===== config.mk =====
export PLATFORM = sky130hd
export DESIGN_NAME = shh_table_ram
export DESIGN_NICKNAME = d
export VERILOG_FILES = /design/src/sv/shh_table_ram.sv
export SDC_FILE = /design/constraint.sdc
export NUM_CORES = 1
export LEC_CHECK = 0
export BUFFER_PORTS_ARGS = -buffer_cell sky130_fd_sc_hd__buf_4
export CORE_ASPECT_RATIO = 0.8
export CORE_UTILIZATION = 25
export CTS_CLUSTER_DIAMETER = 120
export DETAILED_ROUTE_END_ITERATION = 16
export PLACE_DENSITY_LB_ADDON = 0.12
export SKIP_LAST_GASP = 1
export SYNTH_ARGS = -nofsm -noshare
export SYNTH_HDL_FRONTEND = slang
export SYNTH_SLANG_ARGS = --single-unit

===== constraint.sdc =====
create_clock -name i_clk -period 2.05 [get_ports i_clk]
set_input_delay 0.3075 -clock i_clk [delete_from_list [all_inputs] [get_ports i_clk]]
set_output_delay 0.3075 -clock i_clk [all_outputs]
set_load 0.01 [all_outputs]

===== src/sv/shh_table_ram.sv =====
// ---------------------------------------------------------------------------
// shh_table_ram
// Simple dual-port synchronous RAM, one write and one registered read port.
// ---------------------------------------------------------------------------
module shh_table_ram #(
    parameter int WIDTH = 8,
    parameter int DEPTH = 16,
    parameter int AW    = (DEPTH > 1) ? $clog2(DEPTH) : 1
) (
    input  logic             i_clk,
    input  logic             i_we,
    input  logic [AW-1:0]    i_waddr,
    input  logic [WIDTH-1:0] i_wdata,
    input  logic             i_re,
    input  logic [AW-1:0]    i_raddr,
    output logic [WIDTH-1:0] o_rdata
);

    logic [WIDTH-1:0] r_mem [DEPTH];
    logic [WIDTH-1:0] r_rdata;

    always_ff @(posedge i_clk) begin
        if (i_we) begin
            r_mem[i_waddr] <= i_wdata;
        end
    end

    always_ff @(posedge i_clk) begin
        if (i_re) begin
            r_rdata <= r_mem[i_raddr];
        end
    end

    assign o_rdata = r_rdata;

endmodule


==> Word level (Yosys, flattened, before mapping) <==
Memory sizes are Yosys's and may differ from the RTL's. A register that Yosys moved wholly into a read port is not among the register bits.
Index checks and enable logic that the tools add are counted.
{ "classes": {"n_addsub": 0, "n_mul": 0, "n_div": 0, "magnitude_cmp": 0, "eq_ne": 0, "shift": 0, "muxes": 2, "n_bitwise": 0, "n_reduce_logical": 0} }
{ "op_table": {"columns": ["cell", "count"], "rows": [
  ["1-bit 2-to-1 mux", 2]
]} }
{ "word_totals": {"regBits": 0, "latchBits": 0, "mem_bits_rw": 128, "romBits": 0, "inputBits": 19, "out_inout_bits": 8, "word_cells": 3, "n_memories": 1} }
{ "mem_list": {"columns": ["name", "depth", "word_bits", "rd", "rd_clocked_by_memory_dff", "wr", "line_no", "rtl"], "rows": [
  ["r_mem", 16, 8, 1, 1, 1, "19", "logic [WIDTH-1:0] r_mem [DEPTH];"]
]} }

==> Logic depth before layout (Yosys ltp) <==
{ "logic_depth": {"word_depth": 2, "ltp_mapped": 5, "mapped_depth_nobuf": 3} }

==> Least setup slack after synthesis <==
Ideal clock, no wire load.
{ "synth_timing": {"path_type": "input port to flip-flop", "from": "in i_waddr[2]", "to": "mem r_mem[0][0], enable pin", "setup_time_ns": 0.383, "arrival_ns": 1.417, "required_ns": 1.667, "path_slack_ns": 0.250, "path_stages": 2, "path_buffers": 0, "cell_sequence": "or3b_2 > nor3_1"} }
{ "synth_lines": {"columns": ["item", "line_no", "rtl"], "rows": [
  ["start: declaration", "12", "input logic [AW-1:0] i_waddr,"],
  ["end: declaration", "19", null]
]} }
Straight into the memory's write port.

==> impl_metrics.yaml <==
status:
  status: "completed"
sta:
  post-route-period-util_pct: 72.1
  whs_ns: 0.216
  fmax_ghz: 0.676
  worst_clock_skew_ns: 0.00783
  timing.final.crit_period_ns: 1.48
  setup_viol: 0
  worst_pin_slew_ns: 0.449
  finalSetupTns_ns: 0
  hold_violations: 0
  max_slew_margin_pct: 70.1
  drv_slew: 0
  grt_setup_unrepaired: "no"
die:
  die_h_um: 131
  initial_core_util_pct: 26.0
  die_x_um: 164
  io_pins: 27
  rows: 46
  core_sq_um: 20100
  die_area_sq_um: 21500
routing:
  drc: 0
  vias: 2524
  drtIter0Drc: 216
  viasPerCell: 4.47
  wl_per_cell_um: 21.5
  drt_pass1_iterations: 4
  ant_nets: 0
  wirelength_um: 12200
logic_synthesis:
  synth_area_per_cell_sq_um: 22.8
  synth-seq-area-share_pct: 78.1
  synth_top_area_cell: "edfxtp_1"
  yosys_warnings: 0
  syn_nets: 248
  yosys-top-cells-area: "edfxtp_1, mux4_2, mux4_1, a22oi_1, nor2_1"
  netlist_instances: 229
  synth_area_sq_um: 5230
  ys_ff_latch: 136
  yosys.area.top_type_share_pct: 78.1
  ys_types: 18
clock_network:
  clock_latency_ns: 0.41
  post_cts_buffers: 0
  cts-resized-gates: 0
  cts.clk_slew.worst_paths_ns: 0.06
  h-tree-depth: 4
  cts_made_buffers: 17
  cts_tree: "built"
  cts_root_buffer: "clkbuf_16"
  cts_max_path_buffers: 2
  clock-sinks: 136
  holdBufCountCts: 0
critical_path:
  critical_path_required_ns: 2.19
  crit_path_start_kind: "flop"
  crit_arrival_ns: 1.62
  path_class: "flop to flop"
  setup.worst_path.end_class: "flop"
  cp_max_fo: 1
place:
  gp_congestion: 0.662
  place_hpwl_um: 7830
  portBuffers: 26
  dpl-instance-area_sq_um: 5870
  dp.cells: 533
worst_hold_path:
  hp-class: "input pin to flop"
job:
  maxCapViolCount: 0
final_layout:
  syn2layout_area_growth_pct: 24.9
  instances_no_fill: 565
  design_area_sq_um: 6530
  nNetsFinal: 307
  layout_commonest_cell: "edfxtp_1"
  final_cell_mix: "edfxtp_1, buf_4, mux4_2, clkbuf_16, a22oi_1"
  drive_gt1_share_pct: 32.2
  diodes: 0
global_routing:
  antenna_found_initial: 0
  first_global_vias: 2599
  track_usage_pct: 12.0
  grt_max_degree: 25
  grt_pass1_wl_um: 17700
  grt_overflow: 0
pwr:
  p_leak_uw: 0.00218
  peakVddDrop_v: 0.000549
  power_density_nw_per_um2: 1060
per-layer routing:
| layer | vias to the layer above | global-route usage (%) | wire (um) |
|---|---|---|---|
| met4 | 0 | 3.86 | 131 |
| met2 | 56 | 16.4 | 5300 |
| met1 | 1358 | 18.2 | 6320 |
| met3 | 10 | 2.94 | 410 |
| met5 | - | 0 | 0 |
| li1 | 1100 | - | - |
state kept, by name, indices dropped and copies added, names as in the netlist:
name / cells
r_mem: 128
o_rdata: 8
layout make-up:
class | count | area, sq um
Clock buffer | 20 | 437
Clock inverter | 12 | 223
Fill cell | 1936 | 13600
Multi-Input combinational cell | 83 | 1060
Sequential cell | 136 | 4080
Tap cell | 264 | 330
Timing Repair Buffer | 50 | 400
where the power goes:
part	internal, uW	leakage, uW	switching, uW	total [uW]
Clock	2280	0.000316	1140	3420
Combinational	145	0.000630	183	328
Sequential	3130	0.00124	20.5	3150
Total	5560	0.00218	1340	6900
Yosys cell counts:
cell             count
a22oi_1             16
and2_1               1
and2b_1              1
buf_2                3
buf_4                1
buf_6                3
clkdlybuf4s25_2      3
edfxtp_1           136
mux4_1              14
mux4_2              18
nand2_1              9
nand2b_1             2
nand3_1              1
nand3b_1             2
nor2_1              13
nor2b_1              1
nor3_1               4
or3b_2               1
path summary, 6_finish.rpt:
check                           slack [ns]  cells after the start            to    startpoint
worst min register to register        0.76                      3    o_rdata[3]  r_mem[11][3]
worst max-delay path                  0.57                      3    o_rdata[6]  r_mem[15][6]
worst max register to register        0.57                      3    o_rdata[6]  r_mem[15][6]
worst min-delay path                  0.22                      1  r_mem[15][5]    i_wdata[5]
stage by stage:
stage / power, uW / setup WS [ns] / utilization, %
after CTS: 6980 / 0.557 / 32.4
after floorplan: 3370 / 0.250 / -
final: 6900 / 0.572 / 32.4
after global placement: 3550 / 0.151 / 29.1
after detailed placement: 3550 / 0.159 / 29.1
after global routing: 7110 / 0.517 / 32.4
logic make-up (layout without fill, tap and decap cells):
kind of cell	count (synthesis)	in the layout	share of synthesized area, %
flops	136	136	78.1
mux	32	32	14.8
simple gates	35	35	3.14
compound gates	16	16	2.30
buf+inv	10	82	1.65
critical path, cell delays in order (launching register included):
cell	delay, ns
edfxtp_1	0.36
mux4_2	0.50
a22oi_1	0.26
nand2_1	0.10
No activity file was read; power rests on OpenSTA's default activity.
