==> config.mk <==
export PLATFORM = sky130hd
export DESIGN_NAME = shh_parser
export DESIGN_NICKNAME = d
export VERILOG_FILES = /design/src/sv/shh_pkg.sv /design/src/sv/shh_parser.sv
export SDC_FILE = /design/constraint.sdc
export NUM_CORES = 1
export LEC_CHECK = 0
export CAP_MARGIN = 20
export CORE_MARGIN = 10
export CORE_UTILIZATION = 35
export CTS_CLUSTER_DIAMETER = 40
export CTS_CLUSTER_SIZE = 8
export DETAILED_ROUTE_END_ITERATION = 10
export DONT_BUFFER_PORTS = 1
export PLACE_DENSITY_LB_ADDON = 0.2
export SLEW_MARGIN = 25
export SYNTH_ARGS = -nofsm -noshare
export SYNTH_HDL_FRONTEND = slang
export SYNTH_SLANG_ARGS = --single-unit
export TNS_END_PERCENT = 5
==> constraint.sdc <==
create_clock -name i_clk -period 3.7 [get_ports i_clk]
set_input_delay 0.185 -clock i_clk [delete_from_list [all_inputs] [get_ports i_clk]]
set_output_delay 0.185 -clock i_clk [all_outputs]
set_load 0.1 [all_outputs]
==> src/sv/shh_pkg.sv <==
// ---------------------------------------------------------------------------
// shh_pkg
// Shared constants, tag codes and types for the heap header tracker.
// ---------------------------------------------------------------------------
package shh_pkg;

    localparam int TABLE_DEPTH   = 8192;
    localparam int BOARD_COUNT   = 64;
    localparam int CHANNEL_COUNT = 4096;

    localparam int SLOT_W   = (TABLE_DEPTH > 1) ? $clog2(TABLE_DEPTH) : 1;
    localparam int CNT_W    = $clog2(TABLE_DEPTH + 1);
    localparam int BOARD_IW = (BOARD_COUNT > 1) ? $clog2(BOARD_COUNT) : 1;
    localparam int CHAN_IW  = (CHANNEL_COUNT > 1) ? $clog2(CHANNEL_COUNT) : 1;

    localparam int VALUE_W = 48;
    localparam int TAG_W   = 15;
    localparam int COUNT_W = 16;

    localparam logic [TAG_W-1:0] TAG_HEAP_ID   = 15'h0001;
    localparam logic [TAG_W-1:0] TAG_HEAP_SIZE = 15'h0002;
    localparam logic [TAG_W-1:0] TAG_RECV_LEN  = 15'h0004;
    localparam logic [TAG_W-1:0] TAG_BOARD     = 15'h4101;
    localparam logic [TAG_W-1:0] TAG_CHANNEL   = 15'h4103;

    typedef enum logic [1:0] {
        ST_PARSE,
        ST_SEARCH,
        ST_COMMIT
    } t_state;

    typedef struct packed {
        logic [VALUE_W-1:0] id;
        logic [VALUE_W-1:0] size;
        logic [VALUE_W-1:0] recv;
        logic [VALUE_W-1:0] board;
        logic [VALUE_W-1:0] chan;
    } t_fields;

    typedef struct packed {
        logic [VALUE_W-1:0] id;
        logic [VALUE_W-1:0] size;
        logic [63:0]        recv;
    } t_entry;

    localparam int ENTRY_W = $bits(t_entry);

    typedef struct packed {
        logic                board_we;
        logic [BOARD_IW-1:0] board_idx;
        logic                chan_we;
        logic [CHAN_IW-1:0]  chan_idx;
    } t_mark;

endpackage

==> src/sv/shh_parser.sv <==
// ---------------------------------------------------------------------------
// shh_parser
// Walks the header and item words of a packet and collects tagged fields.
// ---------------------------------------------------------------------------
module shh_parser
    import shh_pkg::*;
(
    input  logic        i_clk,
    input  logic        i_rst_n,
    input  logic        i_fire,
    input  logic [63:0] i_word,
    input  logic        i_sop,
    output t_fields     o_fields,
    output logic        o_done
);

    logic [COUNT_W-1:0] r_items_left;
    logic [COUNT_W-1:0] n_items_left;
    t_fields            r_fields;
    t_fields            n_fields;
    logic [TAG_W-1:0]   tag;
    logic [VALUE_W-1:0] value;

    assign tag   = i_word[62:48];
    assign value = i_word[VALUE_W-1:0];

    always_comb begin
        n_items_left = r_items_left;
        n_fields     = r_fields;
        o_done       = 1'b0;
        if (i_fire) begin
            if (i_sop) begin
                // new header abandons any unfinished packet
                n_fields     = '0;
                n_items_left = i_word[COUNT_W-1:0];
                o_done       = (n_items_left == '0);
            end else if (r_items_left != '0) begin
                case (tag)
                    TAG_HEAP_ID:   n_fields.id    = value;
                    TAG_HEAP_SIZE: n_fields.size  = value;
                    TAG_RECV_LEN:  n_fields.recv  = value;
                    TAG_BOARD:     n_fields.board = value;
                    TAG_CHANNEL:   n_fields.chan  = value;
                    default:       n_fields       = r_fields;
                endcase
                n_items_left = r_items_left - 1'b1;
                o_done       = (n_items_left == '0);
            end
        end
    end

    always_ff @(posedge i_clk) begin
        if (!i_rst_n) begin
            r_items_left <= '0;
            r_fields     <= '0;
        end else begin
            r_items_left <= n_items_left;
            r_fields     <= n_fields;
        end
    end

    assign o_fields = r_fields;

endmodule

Yosys cells after proc, flatten, opt, wreduce, memory -nomap -nowiden --
Index checks and enable logic that the tools add are counted.
Operators by class: $add $sub $neg 1, muxes and demuxes 12, eq/ne operators 5, reductions and logical operators 15
Operator list (number):
- $mux W240 | 2
- $mux W48 | 5
- $logic_not A16 Y1 | 2
- $mux W16 | 2
- $eq A15 B15 Y1 const B | 2
- $reduce_bool A16 Y1 | 1
- $sub A16 B1 Y16 const B | 1
- $eq A15 B1 Y1 const B | 1
- $eq A15 B2 Y1 const B | 1
- $eq A15 B3 Y1 const B | 1
- $reduce_and A3 Y1 | 5
- $reduce_bool A2 Y1 | 6
- $mux W1 | 3
- $reduce_and A2 Y1 | 1
Word-level totals: logic and storage cells 39, register bits 256, output and inout bits 241, bits of input ports 68

Logic depth before layout (Yosys ltp) --
word-level depth 5, mapped depth 10, gate-level depth less buffers 7

Worst setup path before layout --
No wires, ideal clock.
path kind reg2out, start register r_items_left[0], end output port o_done, setup slack 208 ps, required time 3515 ps, arrival time 3307 ps, stages on the path, launching flop included 8, path through dfxtp_1 -> inv_1 -> ha_1 -> nor3b_2 -> nand2_1 -> xnor2_1 -> or4_1 -> o22ai_1
On the way: cells in the longest elaborated chain, start to end 5
RTL lines:
- start: declaration | line shh_parser.sv:17 | logic [COUNT_W-1:0] r_items_left;
- start signal: assignment | line shh_parser.sv:57 | r_items_left <= n_items_left;
- $sub A16 B1 Y16 | line shh_parser.sv:46 | n_items_left = r_items_left - 1'b1;
- $logic_not A16 Y1 | line shh_parser.sv:47 | o_done = (n_items_left == '0);
- $mux W1 * | line shh_parser.sv:37 | end else if (r_items_left != '0) begin
- $mux W1 * | line shh_parser.sv:32 | if (i_sop) begin
- $mux W1 * | line shh_parser.sv:31 | if (i_fire) begin
- end: declaration | line shh_parser.sv:14 | output logic o_done
Mark *: on every way between the ends. The rest lies on a longest branch, timed or not.

Worst setup path after layout --
Ends and elaborated chain as after synthesis.

==> summary by stage <==
Layout
The number of standard cells in the layout, taps in and fillers out is 1,589. The number of antenna diodes in the final layout is 0. The layout has 2,817 filler cells.

In the final layout, the share of cells above drive strength 1 is 9.008%. The net count of the finished layout is 1,247. The area growth from synthesis to layout is 26.33%.

Critical path
The startpoint identified for the worst register-to-register timing path is r_items_left[0]. The arrival time of the worst setup path is 3000 ps. The largest individual stage delay along the critical path comes from the cell or4_1. The highest fanout seen on the critical path is 14. The critical path class is reg2out. The flop-to-flop setup slack is 560 ps. The largest stage delay on the critical path is 790 ps.

Walking the worst path, the cells encountered are or4_1, or3b_2, a21oi_1, o22ai_1, o22ai_2, buf_4. The length in cells of the worst reg-to-reg path is 10. STA classifies the critical path endpoint as an output port. For the worst setup path, the data required time is 3510 ps. The worst setup path is launched from a flip-flop. The launching element of the worst setup path is r_items_left[0]. The end of the worst register-to-register path is o_fields[229].

Synthesis
The combinational family with the most area after synthesis is simple AND/OR/NAND/NOR gates. The top-area cell type share of the netlist area is 49.16%. The simple-gate area share of the yosys netlist is 23.37%. The part of the Yosys area used for sequential elements is 49.16%. Among all cell types in the netlist, the one instantiated most often is dfxtp_1. Counting every net in the synthesized netlist gives 1,175. Each instance of the synthesized netlist takes up on average 9.434 um2. Counting instances in the post-synthesis netlist gives the leading cell types as dfxtp_1, nand2_1, mux2i_1.

Counting flops with an async set or reset pin after synthesis yields a share of 0%. The parity-gate share of the synthesized area counting xor and xnor cells is 0.2520%. In this run, synthesis produced a sequential element count of 256. Of the total synthesized cell area, the portion taken by full adders, half adders and majority gates is 0.2400%. The portion of netlist area occupied by mux cells is 13.83%. The count of flip-flops with a built-in enable after synthesis is 0. By area the synthesized netlist is led by dfxtp_1, mux2i_1, nand2_1. For this run, the number of Yosys warnings is 0.

Among all flip-flop cells after synthesis, the most frequent one is dfxtp_1. Summing the areas of all compound-gate instances in the mapped netlist gives 8.185% of the synthesized area. The cell area after synthesis is 10,420 um2. The count of distinct cell types in the synthesized netlist is 53. The gate count of the mapped netlist is 1,105. The biggest area contributor in the post-synthesis netlist is dfxtp_1.

Die
The area of the placeable core is 29,480 um2. The vertical die dimension is 192.6 um. In this run the core area contains 63 standard-cell rows.

Once the floorplan was initialized, standard cells occupied 35.36% of the core. 309 I/O pins were placed. The die width is 192.6 um.

The die covers 37,090 um2.

Hold path
The startpoint of the lowest-slack hold path is i_word[5]. For hold timing, the worst endpoint is o_fields[149]. The number of cells on the worst hold path is 2.

The class of the worst hold path is in2reg.

Power and ir drop
The total power density per cell area is 597.1 nW/um2. The standby leakage power is 0.004946 uW. Internal power comes to 5705 uW. The share of total power dissipated in sequential elements is 42.1%.

In this run, the clock network consumes 50.6% of the power. The combinational fraction of design power is 7.3%. The switching power is 2159 uW. Of the total power, the share spent switching nets is 27.46%. The highest ir drop seen on vdd is 0.2797 mV.

Flow run
The reported max-cap violation count is 0.

Timing
The final-report max-slew violation count is 0. Clock skew on the completed layout was measured at 15.33 ps. The slew at the pin closest to its max-slew limit is 1138 ps. For the final routed database, the setup TNS stands at 0 ps. The top achievable clock speed is 313.9 MHz.

Subtracting the final worst setup slack from the clock period gives 3185 ps. The final count of hold timing violations is 0. In this run the tightest slew margin relative to its limit is 24.12%. The worst slack on hold paths is 16.29 ps. The share of the cycle needed by the critical path after routing is 86.09%. The total setup violations reported at the end of the flow is 0. Setup repair after global routing left no endpoint under its margin.

Clock network
Gates resized during post-CTS repair numbered 0. The number of H-tree levels is 2. Clock-pin slew was measured on the worst setup and hold paths at 50 ps. TritonCTS created 44 clock buffers. The root buffer selected by CTS is clkbuf_16. In this run the post-CTS setup repair buffer count came out at 0.

TritonCTS built the clock tree. The clock reaches the later pin of the worst-skew pair after 530 ps. The buffer levels on the longest clock path is 3.

The number of sinks handled by clock tree synthesis is 256.

Detailed routing
The first detailed-routing pass ran for 5 iterations. For this block, the initial DRC count from the detailed router was 650. The post-detailed-route via-to-cell ratio is 5.599. The post-route DRC violation count is 0.

Detailed routing inserted a total of 8,897 vias. The average wire per cell in the routed design is 24.01 um. The post-detailed-route count of antenna-violating nets is 0. The final layout contains routed wiring with a total length of 38,150 um.

Placed design
The count of buffers added on input and output ports is 0. The cell total after placement is 1,419. Routability-driven placement finished with a final weighted congestion of 0.8224. The detailed placer's ending HPWL is 23,760 um.

GRT
The first global-routing pass estimated 56,760 um of wire. The number of antenna violations at the first check in global routing is 0. In the global route stage, overall resource usage came out at 19.62%. The number of global-route vias before repair was 8,805. For this run the aggregate overflow at the end of global routing stands at 0. The pin count of the biggest net entering global routing is 209.

Status
The flow ran to the end, and the final reports show no timing, DRC or antenna violations.
registers in the layout, summed over array words and instances, names as in the netlist:
signal / cells
o_fields: 240
r_items_left: 16
stage by stage:
step                      util (%)  worst slack (ps)  power [uW]  cell area [um2]
final                        44.67             514.6        7864            13170
after global routing         44.67             411.4        8120            13170
after CTS                    44.67             543.9        7929            13170
after detailed placement     36.26             877.7        3806            10690
after global placement       36.26             910.6        3801            10690
after floorplan                  -             207.5        3724            10430
worst max path at each step:
stage                                to  slack (ps)  cells past startpoint
after floorplan                  o_done         210                      7
after global placement    o_fields[136]         910                      9
after detailed placement  o_fields[134]         880                      9
after CTS                        o_done         540                      6
after global routing             o_done         410                      9
final                            o_done         510                      6
layer usage:
layer | part of all wire (%) | vias up | global-route usage (%)
li1 | - | 4089 | -
met1 | 40 | 4411 | 23.96
met2 | 47 | 338 | 31.42
met3 | 11 | 59 | 7.571
met4 | 2.3 | 0 | 5.605
met5 | 0 | - | 0
cell families (layout without fill, tap and decap cells):
kind of cell,after synthesis,after routing
compound gates,111,111
xor+xnor,3,3
fa+ha+maj,2,2
buf+inv,106,200
flops,256,256
mux,144,144
simple gates,483,483
power groups by stage:
stage / sequential [uW] / clock (uW) / combinational, uW
2_1_floorplan: 3320 / 0 / 403
3_3_place_gp: 3360 / 0 / 442
3_5_place_dp: 3360 / 0 / 447
4_1_cts: 3310 / 4040 / 577
5_1_grt: 3310 / 4180 / 627
6_report: 3310 / 3980 / 577
area by class of cell:
| cell class | count | area (um2) | share of cell area [%] |
|---|---|---|---|
| flip-flops and latches | 256 | 5125 | 38.91 |
| well taps | 390 | 488.0 | 3.705 |
| repair buffers | 123 | 1244 | 9.443 |
| clock inverters | 11 | 198.9 | 1.511 |
| multi-input cells | 743 | 4848 | 36.81 |
| inverters | 9 | 33.78 | 0.2565 |
| clock buffers | 57 | 1232 | 9.358 |
placed cells by master (no fill, tap or decap), types with 7 or more instances in the layout:
cell type | netlist | final
dfxtp_1 | 256 | 256
nand2_1 | 217 | 217
mux2i_1 | 144 | 144
nand3_1 | 103 | 103
dlygate4sd3_1 | 0 | 100
nand4_1 | 50 | 50
a22o_1 | 49 | 49
nand3b_1 | 47 | 47
clkbuf_16 | 0 | 46
nor2_1 | 21 | 19
o21ai_0 | 19 | 19
buf_4 | 8 | 18
nor3_1 | 10 | 10
a21oi_1 | 11 | 10
inv_1 | 9 | 8
clkbuf_1 | 52 | 7
worst max-delay path, delay by kind of cell, from the launching register on:
kind            cells  cell delay (ps)
simple gates        2             1320
compound gates      3              460
buf+inv             1              330
flops               1              360
what timing repair did:
item | in CTS | in global routing
hold buffers | 102 | 0
endpoints found under the setup margin | 0 | 0
hold endpoints to repair | 256 | 0
(Power assumes the default switching activity.)
