[config.mk]
export PLATFORM = sky130hd
export DESIGN_NAME = shh_seen
export DESIGN_NICKNAME = d
export VERILOG_FILES = /design/src/sv/shh_pkg.sv /design/src/sv/shh_seen.sv
export SDC_FILE = /design/constraint.sdc
export NUM_CORES = 1
export LEC_CHECK = 0
export ABC_AREA = 1
export CORE_AREA = 2 2 39 41
export DETAILED_ROUTE_END_ITERATION = 12
export DIE_AREA = 0 0 41 43
export DONT_BUFFER_PORTS = 1
export HOLD_SLACK_MARGIN = 0.05
export PLACE_DENSITY = 0.59
export SLEW_MARGIN = 20
export SYNTH_ARGS = -nofsm -noshare
export SYNTH_HDL_FRONTEND = slang
export SYNTH_SLANG_ARGS = --single-unit
[constraint.sdc]
create_clock -name i_clk -period 2.85 [get_ports i_clk]
set_input_delay 0.4275 -clock i_clk [delete_from_list [all_inputs] [get_ports i_clk]]
set_output_delay 0.4275 -clock i_clk [all_outputs]
set_load 0.05 [all_outputs]
[src/sv/shh_pkg.sv]
// ---------------------------------------------------------------------------
// shh_pkg
// Shared constants, tag codes and types for the heap header tracker.
// ---------------------------------------------------------------------------
package shh_pkg;

    localparam int TABLE_DEPTH   = 8192;
    localparam int BOARD_COUNT   = 64;
    localparam int CHANNEL_COUNT = 4096;

    localparam int SLOT_W   = (TABLE_DEPTH > 1) ? $clog2(TABLE_DEPTH) : 1;
    localparam int CNT_W    = $clog2(TABLE_DEPTH + 1);
    localparam int BOARD_IW = (BOARD_COUNT > 1) ? $clog2(BOARD_COUNT) : 1;
    localparam int CHAN_IW  = (CHANNEL_COUNT > 1) ? $clog2(CHANNEL_COUNT) : 1;

    localparam int VALUE_W = 48;
    localparam int TAG_W   = 15;
    localparam int COUNT_W = 16;

    localparam logic [TAG_W-1:0] TAG_HEAP_ID   = 15'h0001;
    localparam logic [TAG_W-1:0] TAG_HEAP_SIZE = 15'h0002;
    localparam logic [TAG_W-1:0] TAG_RECV_LEN  = 15'h0004;
    localparam logic [TAG_W-1:0] TAG_BOARD     = 15'h4101;
    localparam logic [TAG_W-1:0] TAG_CHANNEL   = 15'h4103;

    typedef enum logic [1:0] {
        ST_PARSE,
        ST_SEARCH,
        ST_COMMIT
    } t_state;

    typedef struct packed {
        logic [VALUE_W-1:0] id;
        logic [VALUE_W-1:0] size;
        logic [VALUE_W-1:0] recv;
        logic [VALUE_W-1:0] board;
        logic [VALUE_W-1:0] chan;
    } t_fields;

    typedef struct packed {
        logic [VALUE_W-1:0] id;
        logic [VALUE_W-1:0] size;
        logic [63:0]        recv;
    } t_entry;

    localparam int ENTRY_W = $bits(t_entry);

    typedef struct packed {
        logic                board_we;
        logic [BOARD_IW-1:0] board_idx;
        logic                chan_we;
        logic [CHAN_IW-1:0]  chan_idx;
    } t_mark;

endpackage

[src/sv/shh_seen.sv]
// ---------------------------------------------------------------------------
// shh_seen
// Board and channel seen-maps; the channel map is cleared by a sweep.
// ---------------------------------------------------------------------------
module shh_seen
    import shh_pkg::*;
(
    input  logic  i_clk,
    input  logic  i_rst_n,
    input  t_mark i_mark,
    output logic  o_busy
);

    logic [BOARD_COUNT-1:0] r_board_seen;
    logic                   r_chan_mem [CHANNEL_COUNT];
    logic [CHAN_IW-1:0]     r_clr_idx;
    logic                   r_clearing;

    always_ff @(posedge i_clk) begin
        if (!i_rst_n) begin
            r_board_seen <= '0;
        end else if (i_mark.board_we) begin
            r_board_seen[i_mark.board_idx] <= 1'b1;
        end
    end

    always_ff @(posedge i_clk) begin
        if (!i_rst_n) begin
            r_clearing <= 1'b1;
            r_clr_idx  <= '0;
        end else if (r_clearing) begin
            r_clr_idx <= r_clr_idx + 1'b1;
            if (r_clr_idx == CHAN_IW'(CHANNEL_COUNT - 1)) begin
                r_clearing <= 1'b0;
            end
        end
    end

    always_ff @(posedge i_clk) begin
        if (r_clearing) begin
            r_chan_mem[r_clr_idx] <= 1'b0;
        end else if (i_mark.chan_we) begin
            r_chan_mem[i_mark.chan_idx] <= 1'b1;
        end
    end

    assign o_busy = r_clearing;

endmodule

Word-level counts from Yosys, hierarchy flattened

Index checks and enable logic that the tools add are counted.

Output and inout bits: 1
Register bits: 13
Memory bits (writable): 0
Memories: 0
Logic and storage cells: 6
Bits of input ports: 22
Latch bits: 0
ROM bits: 0

Shifts and indexed selects: 0
Reduce and logical (&&, ||, !) cells: 0
Bitwise operators: 0
$mul: 0
Order comparisons: 0
Equality and inequality tests: 1
Divide/modulo/power cells: 0
Add/sub/neg operators: 1
Muxes and demuxes: 2

Operators by type and width:

| cell                                          | count |
|---|---|
| adder 12 x 1 -> 12 bit, second input constant | 1 |
| == test 12 bit, second input constant         | 1 |
| 2-to-1 mux 1 bit                              | 2 |

Logic depth before layout (Yosys ltp)

Gate-level depths: netlist (run 1).

Depth after elaboration: 3
Mapped depth: 7
Depth with buffers taken out: 7

Least setup slack after synthesis (run 1)

No wires, ideal clock.

Path kind: register to register
Start: register r_clearing, in the netlist o_busy
End: register r_clr_idx[5]
Arrival time: 1.298 ns
Data required time: 2.733 ns
Period minus slack after synthesis: 1.415 ns
Setup time: 0.117 ns
Buffers on the path: 0
Cell stages (with the launch flop): 6
Path slack: 1.435 ns
Cells stage by stage: dfxtp_1 nand2_2 nor2_4 nand2_2 o21ai_0 nor2_1

RTL lines:

| what                   | line           | source |
|---|---|---|
| start, declared        | shh_seen.sv:17 | `logic r_clearing;` |
| start signal, assigned | shh_seen.sv:29 | `r_clearing <= 1'b1;` |
| start signal, assigned | shh_seen.sv:34 | `r_clearing <= 1'b0;` |
| end signal, assigned   | shh_seen.sv:32 | `r_clr_idx <= r_clr_idx + 1'b1;` |
| end, declared          | shh_seen.sv:16 | `logic [CHAN_IW-1:0] r_clr_idx;` |

==> results.toml, run 1 <==
[cts]
ctsRootBufferMaster = "clkbuf_4"
clkLatencyLatePin_ns = 0.27
cts_tree = "yes"
htree_levels = 1
numCtsBuffers = 3
cts_buffer_depth = 2
path_clk_slew_ns = 0.08
cts_setup_buffers = 0
postCtsHoldBufs = 0
cts.sinks = 13
post_cts_resized = 0

[timing]
max_freq_mhz = 632
rsz0062_at_grt = "no"
finalHoldViolCount = 0
layout_worst_path_cycle_share_pct = 55.6
fin_setup_tns_ns = 0
worst_pin_slew_ns = 0.668
fin_skew_ns = 0.00469
setup_viol = 0
drv_slew = 0
timing.final.crit_period_ns = 1.58
slew_headroom_pct = 55.4

[synthesis]
synthMuxAreaShare_pct = 0
synth.avg_cell_area_um2 = 6.80
ys_seq_area_share_pct = 41.6
synth_compound_area_share_pct = 12.2
syn_inst = 92
synthAdderAreaFrac_pct = 2.00
yosysWarningCount = 0
synth.distinct_cells = 14
yosys_register_bits = 13
netlist_area_um2 = 626
synth-simple-area-share_pct = 36.4
synth_top_family_by_area = "simple AND/OR/NAND/NOR gates"
yosys.area_share.xor_xnor_pct = 0
synth_nets = 115

[setup_path]
cpMostUsedCell = "nand2_2"
critPathCaptureType = "register"
cp.buffers_inverters = 0
critPathArrivalTime_ns = 1.75
required_ns = 3.02
cp_cell_sequence = "nand2_2 > nor2_4 > nand2_2 > o21ai_0 > nor2_1"
critical_path_class = "register to register"
cp_max_fo = 9
cpMaxStageDelayCell = "dfxtp_1"
start_kind = "register"
cpPeakStageDelay_ns = 0.75
cp_top_family = "flip-flops"
rrSetupSlack_ns = 1.27

[run]
max-cap-violations = 0

[grt]
antenna_found_initial = 0
track_usage_pct = 15.5
grt_pass1_vias = 421
grt_remaining_overflow = 0
grt_start_max_net_pins = 13
grt_pass1_wl_mm = 1.74

[layout]
final_cell_mix = "nand2_1 (21), nor2_1 (16), dfxtp_1 (13)"
nFillCells = 147
multiInputGateArea_um2 = 317
layout_commonest_cell = "nand2_1"
regArea_um2 = 260
num_antenna_cells = 0
final_util_pct = 48.3
nets = 119
final_cell_count_no_fill = 111
syn2layout_area_growth_pct = 6.80
drive_gt1_share_pct = 9.47

[placement]
placed_cells = 107
dpl.hpwl_um = 793
globalplace.congestion = 0.701
io_buffers = 0

[detailed_routing]
wirelength_mm = 1.11
dr.first_iter.drc_count = 11
vias = 518
routedWlPerCell_um = 10.0
via_per_inst = 4.67
dr.pass1.iters = 4
drc = 0
ant_nets = 0

[floorplanning]
die_x_um = 41
initial_core_util_pct = 45.2
die_h_um = 43
boundaryPins = 23
fp.dieArea_um2 = 1760
core_area_um2 = 1380
rows = 14

[power_and_ir_drop]
vdd_drop_max_uv = 258
power_density_nw_per_um2 = 467
power_leakage_nw = 0.273

[hold_path]
hold_path.class = "primary input to register"

[run_status]
outcome = "complete, no violations"
==> synth_stat cells <==
library cell / n / area (um^2)
nand2_1: 21 / 78.8
nor2_2: 1 / 6.26
nand4_1: 2 / 12.5
nand3_1: 7 / 35.0
clkbuf_1: 1 / 3.75
ha_1: 1 / 12.5
nand2_2: 2 / 12.5
a21oi_1: 6 / 30.0
nor2_1: 16 / 60.1
dfxtp_1: 13 / 260
inv_1: 12 / 45.0
o21bai_2: 1 / 11.3
o21ai_0: 7 / 35.0
nor2_4: 2 / 22.5
==> cell families after synthesis <==
kind of cell	Yosys count
fa+ha+maj	1
simple gates	51
flops	13
buf+inv	13
compound gates	14
==> registers in the layout, summed over array words and instances (netlist names) <==
signal     count
r_clr_idx     12
o_busy         1
==> layer usage <==
metal | global-route usage [%] | routed length, um | vias to the layer above
met3 | 6.28 | 31 | 4
met5 | 0 | 0 | -
li1 | - | - | 297
met2 | 20.6 | 473 | 5
met4 | 12.0 | 23 | 0
met1 | 18.9 | 581 | 212
==> final timing paths <==
kind | startpoint | end | cells after the start
worst max register to register | o_busy | r_clr_idx[5] | 5
worst min-delay path | i_rst_n | o_busy | 1
worst min register to register | r_clr_idx[4] | r_clr_idx[4] | 1
worst max-delay path | o_busy | r_clr_idx[5] | 5
==> through the flow <==
| step | hold WS [ns] | setup slack (ns) | power, mW | instance area [um^2] |
|---|---|---|---|---|
| final | 0.223 | 1.27 | 0.312 | 668 |
| after global routing | 0.217 | 1.14 | 0.331 | 668 |
| after CTS | 0.213 | 1.25 | 0.320 | 668 |
| after detailed placement | 0.468 | 1.27 | 0.203 | 642 |
| after global placement | 0.461 | 1.31 | 0.203 | 642 |
| after floorplan | 0.443 | 1.43 | 0.203 | 626 |
==> report_power, final <==
part           total [mW]  internal, mW  switching (mW)
Sequential          0.188         0.185         0.00295
Combinational      0.0111       0.00472         0.00639
Clock               0.113        0.0542          0.0590
==> layout make-up <==
cell class | count | share of cell area [%]
tap | 16 | 3.00
sequential | 13 | 39.0
inverter | 12 | 6.74
clock buffer | 4 | 3.93
multi-input combinational | 66 | 47.4
Power figures use the tool's default switching activity.
==> run 2: changes to the inputs <==
--- a/config.mk
+++ b/config.mk
@@ -11,7 +11,7 @@
 export DIE_AREA = 0 0 41 43
 export DONT_BUFFER_PORTS = 1
 export HOLD_SLACK_MARGIN = 0.05
-export PLACE_DENSITY = 0.59
+export PLACE_DENSITY = 0.61
 export SLEW_MARGIN = 20
 export SYNTH_ARGS = -nofsm -noshare
 export SYNTH_HDL_FRONTEND = slang
==> constraint.sdc (replaced) <==
create_clock -name i_clk -period 1.4 [get_ports i_clk]
set_input_delay 0.21 -clock i_clk [delete_from_list [all_inputs] [get_ports i_clk]]
set_output_delay 0.21 -clock i_clk [all_outputs]
set_load 0.05 [all_outputs]
==> results.toml, run 2 (synthesized netlist as in run 1, its figures left out) <==
[placement]
dpl.hpwl_um = 784
io_buffers = 0
globalplace.congestion = 0.737
dpl-instance-area_um2 = 651

[cts]
numCtsBuffers = 3
htree_levels = 1
clkLatencyLatePin_ns = 0.26
cts_tree = "yes"
postCtsHoldBufs = 1
ctsRootBufferMaster = "clkbuf_4"
cts_buffer_depth = 2
cts_setup_buffers = 0
post_cts_resized = 0
path_clk_slew_ns = 0.08
cts.sinks = 13

[setup_path]
critPathCaptureType = "register"
critPathArrivalTime_ns = 1.42
required_ns = 1.61
cp_max_fo = 5
critical_path_class = "register to register"
start_kind = "register"

[timing]
layout_worst_path_cycle_share_pct = 86.6
fin_skew_ns = 0.00121
worst_pin_slew_ns = 0.237
fin_setup_tns_ns = 0
setup_viol = 0
finalHoldViolCount = 0
max_freq_mhz = 825
drv_slew = 0
slew_headroom_pct = 84.2
rsz0062_at_grt = "no"
timing.final.crit_period_ns = 1.21

[floorplanning]
boundaryPins = 23
die_h_um = 43
initial_core_util_pct = 45.2
fp.dieArea_um2 = 1760
rows = 14
die_x_um = 41
core_area_um2 = 1380

[detailed_routing]
via_per_inst = 4.75
drc = 0
wl_met3_um = 28
dr.pass1.iters = 3
wirelength_mm = 1.06
wl_met1_um = 568
ant_nets = 0
routedWlPerCell_um = 9.36
vias = 537
route.met2.wl_um = 451
highest_layer = "met4"
dr.first_iter.drc_count = 6

[power_and_ir_drop]
power_density_nw_per_um2 = 919
power_leakage_nw = 0.281
vdd_drop_max_uv = 462

[layout]
drive_gt1_share_pct = 11.3
nets = 121
layout_commonest_cell = "nand2_1"
largest_register = "r_clr_idx"
largest_reg_flops = 12
final_area_um2 = 687
final_cell_mix = "nand2_1 (21), nor2_1 (16), inv_1 (12), dfxtp_1 (12)"
syn2layout_area_growth_pct = 9.80
num_antenna_cells = 0

[grt]
antenna_found_initial = 0
grt_pass1_wl_mm = 1.88
grt_pass1_vias = 476
grt_start_max_net_pins = 13
track_usage_pct = 15.8
grt_remaining_overflow = 0

[run_status]
outcome = "complete, no violations"

[run]
max-cap-violations = 0

[hold_path]
hold_path.class = "primary input to register"
-- run 2: stage by stage --
step,setup slack [ns],utilization [%],cells,power [mW],hold slack [ns]
5_1_grt,0.0264,49.6,113,0.660,0.0529
6_report,0.188,49.6,113,0.631,0.0549
4_1_cts,0.178,49.6,113,0.638,0.0501
3_5_place_dp,0.208,47.0,108,0.413,0.285
2_1_floorplan,0.202,-,92,0.413,0.348
3_3_place_gp,0.207,47.0,108,0.413,0.285
-- run 2: area by class of cell --
type	instances	area (um^2)
clock buffers	4	26.3
flip-flops and latches	13	262
well taps	16	20.0
repair buffers	2	17.5
multi-input cells	66	317
inverters	12	45.0
fillers	139	697
-- run 2: critical path, cell delays in order (launching register included) --
cell	delay [ns]
dfxtp_1	0.38
ha_1	0.20
nand2_1	0.12
nor2_4	0.14
nand3_1	0.12
nand2_1	0.08
nand2_1	0.04
nor2_1	0.07
-- run 2: final timing paths --
kind	from	end	slack (ns)	cells after the start
setup / recovery	r_clr_idx[0]	r_clr_idx[10]	0.19	7
hold reg to reg	r_clr_idx[2]	r_clr_idx[2]	0.49	2
hold / removal	i_rst_n	r_clr_idx[8]	0.05	2
setup reg to reg	r_clr_idx[0]	r_clr_idx[10]	0.19	7
-- run 2: routing by layer --
| metal | global-route usage [%] | vias to the layer above |
|---|---|---|
| met5 | 0 | - |
| li1 | - | 304 |
| met2 | 21.3 | 2 |
| met4 | 10.0 | 0 |
| met3 | 3.14 | 2 |
| met1 | 22.2 | 229 |
-- run 2: power breakdown --
| part | switching (mW) | internal (mW) |
|---|---|---|
| Clock | 0.114 | 0.110 |
| Combinational | 0.0133 | 0.0114 |
| Sequential | 0.00578 | 0.377 |
| Total | 0.133 | 0.498 |
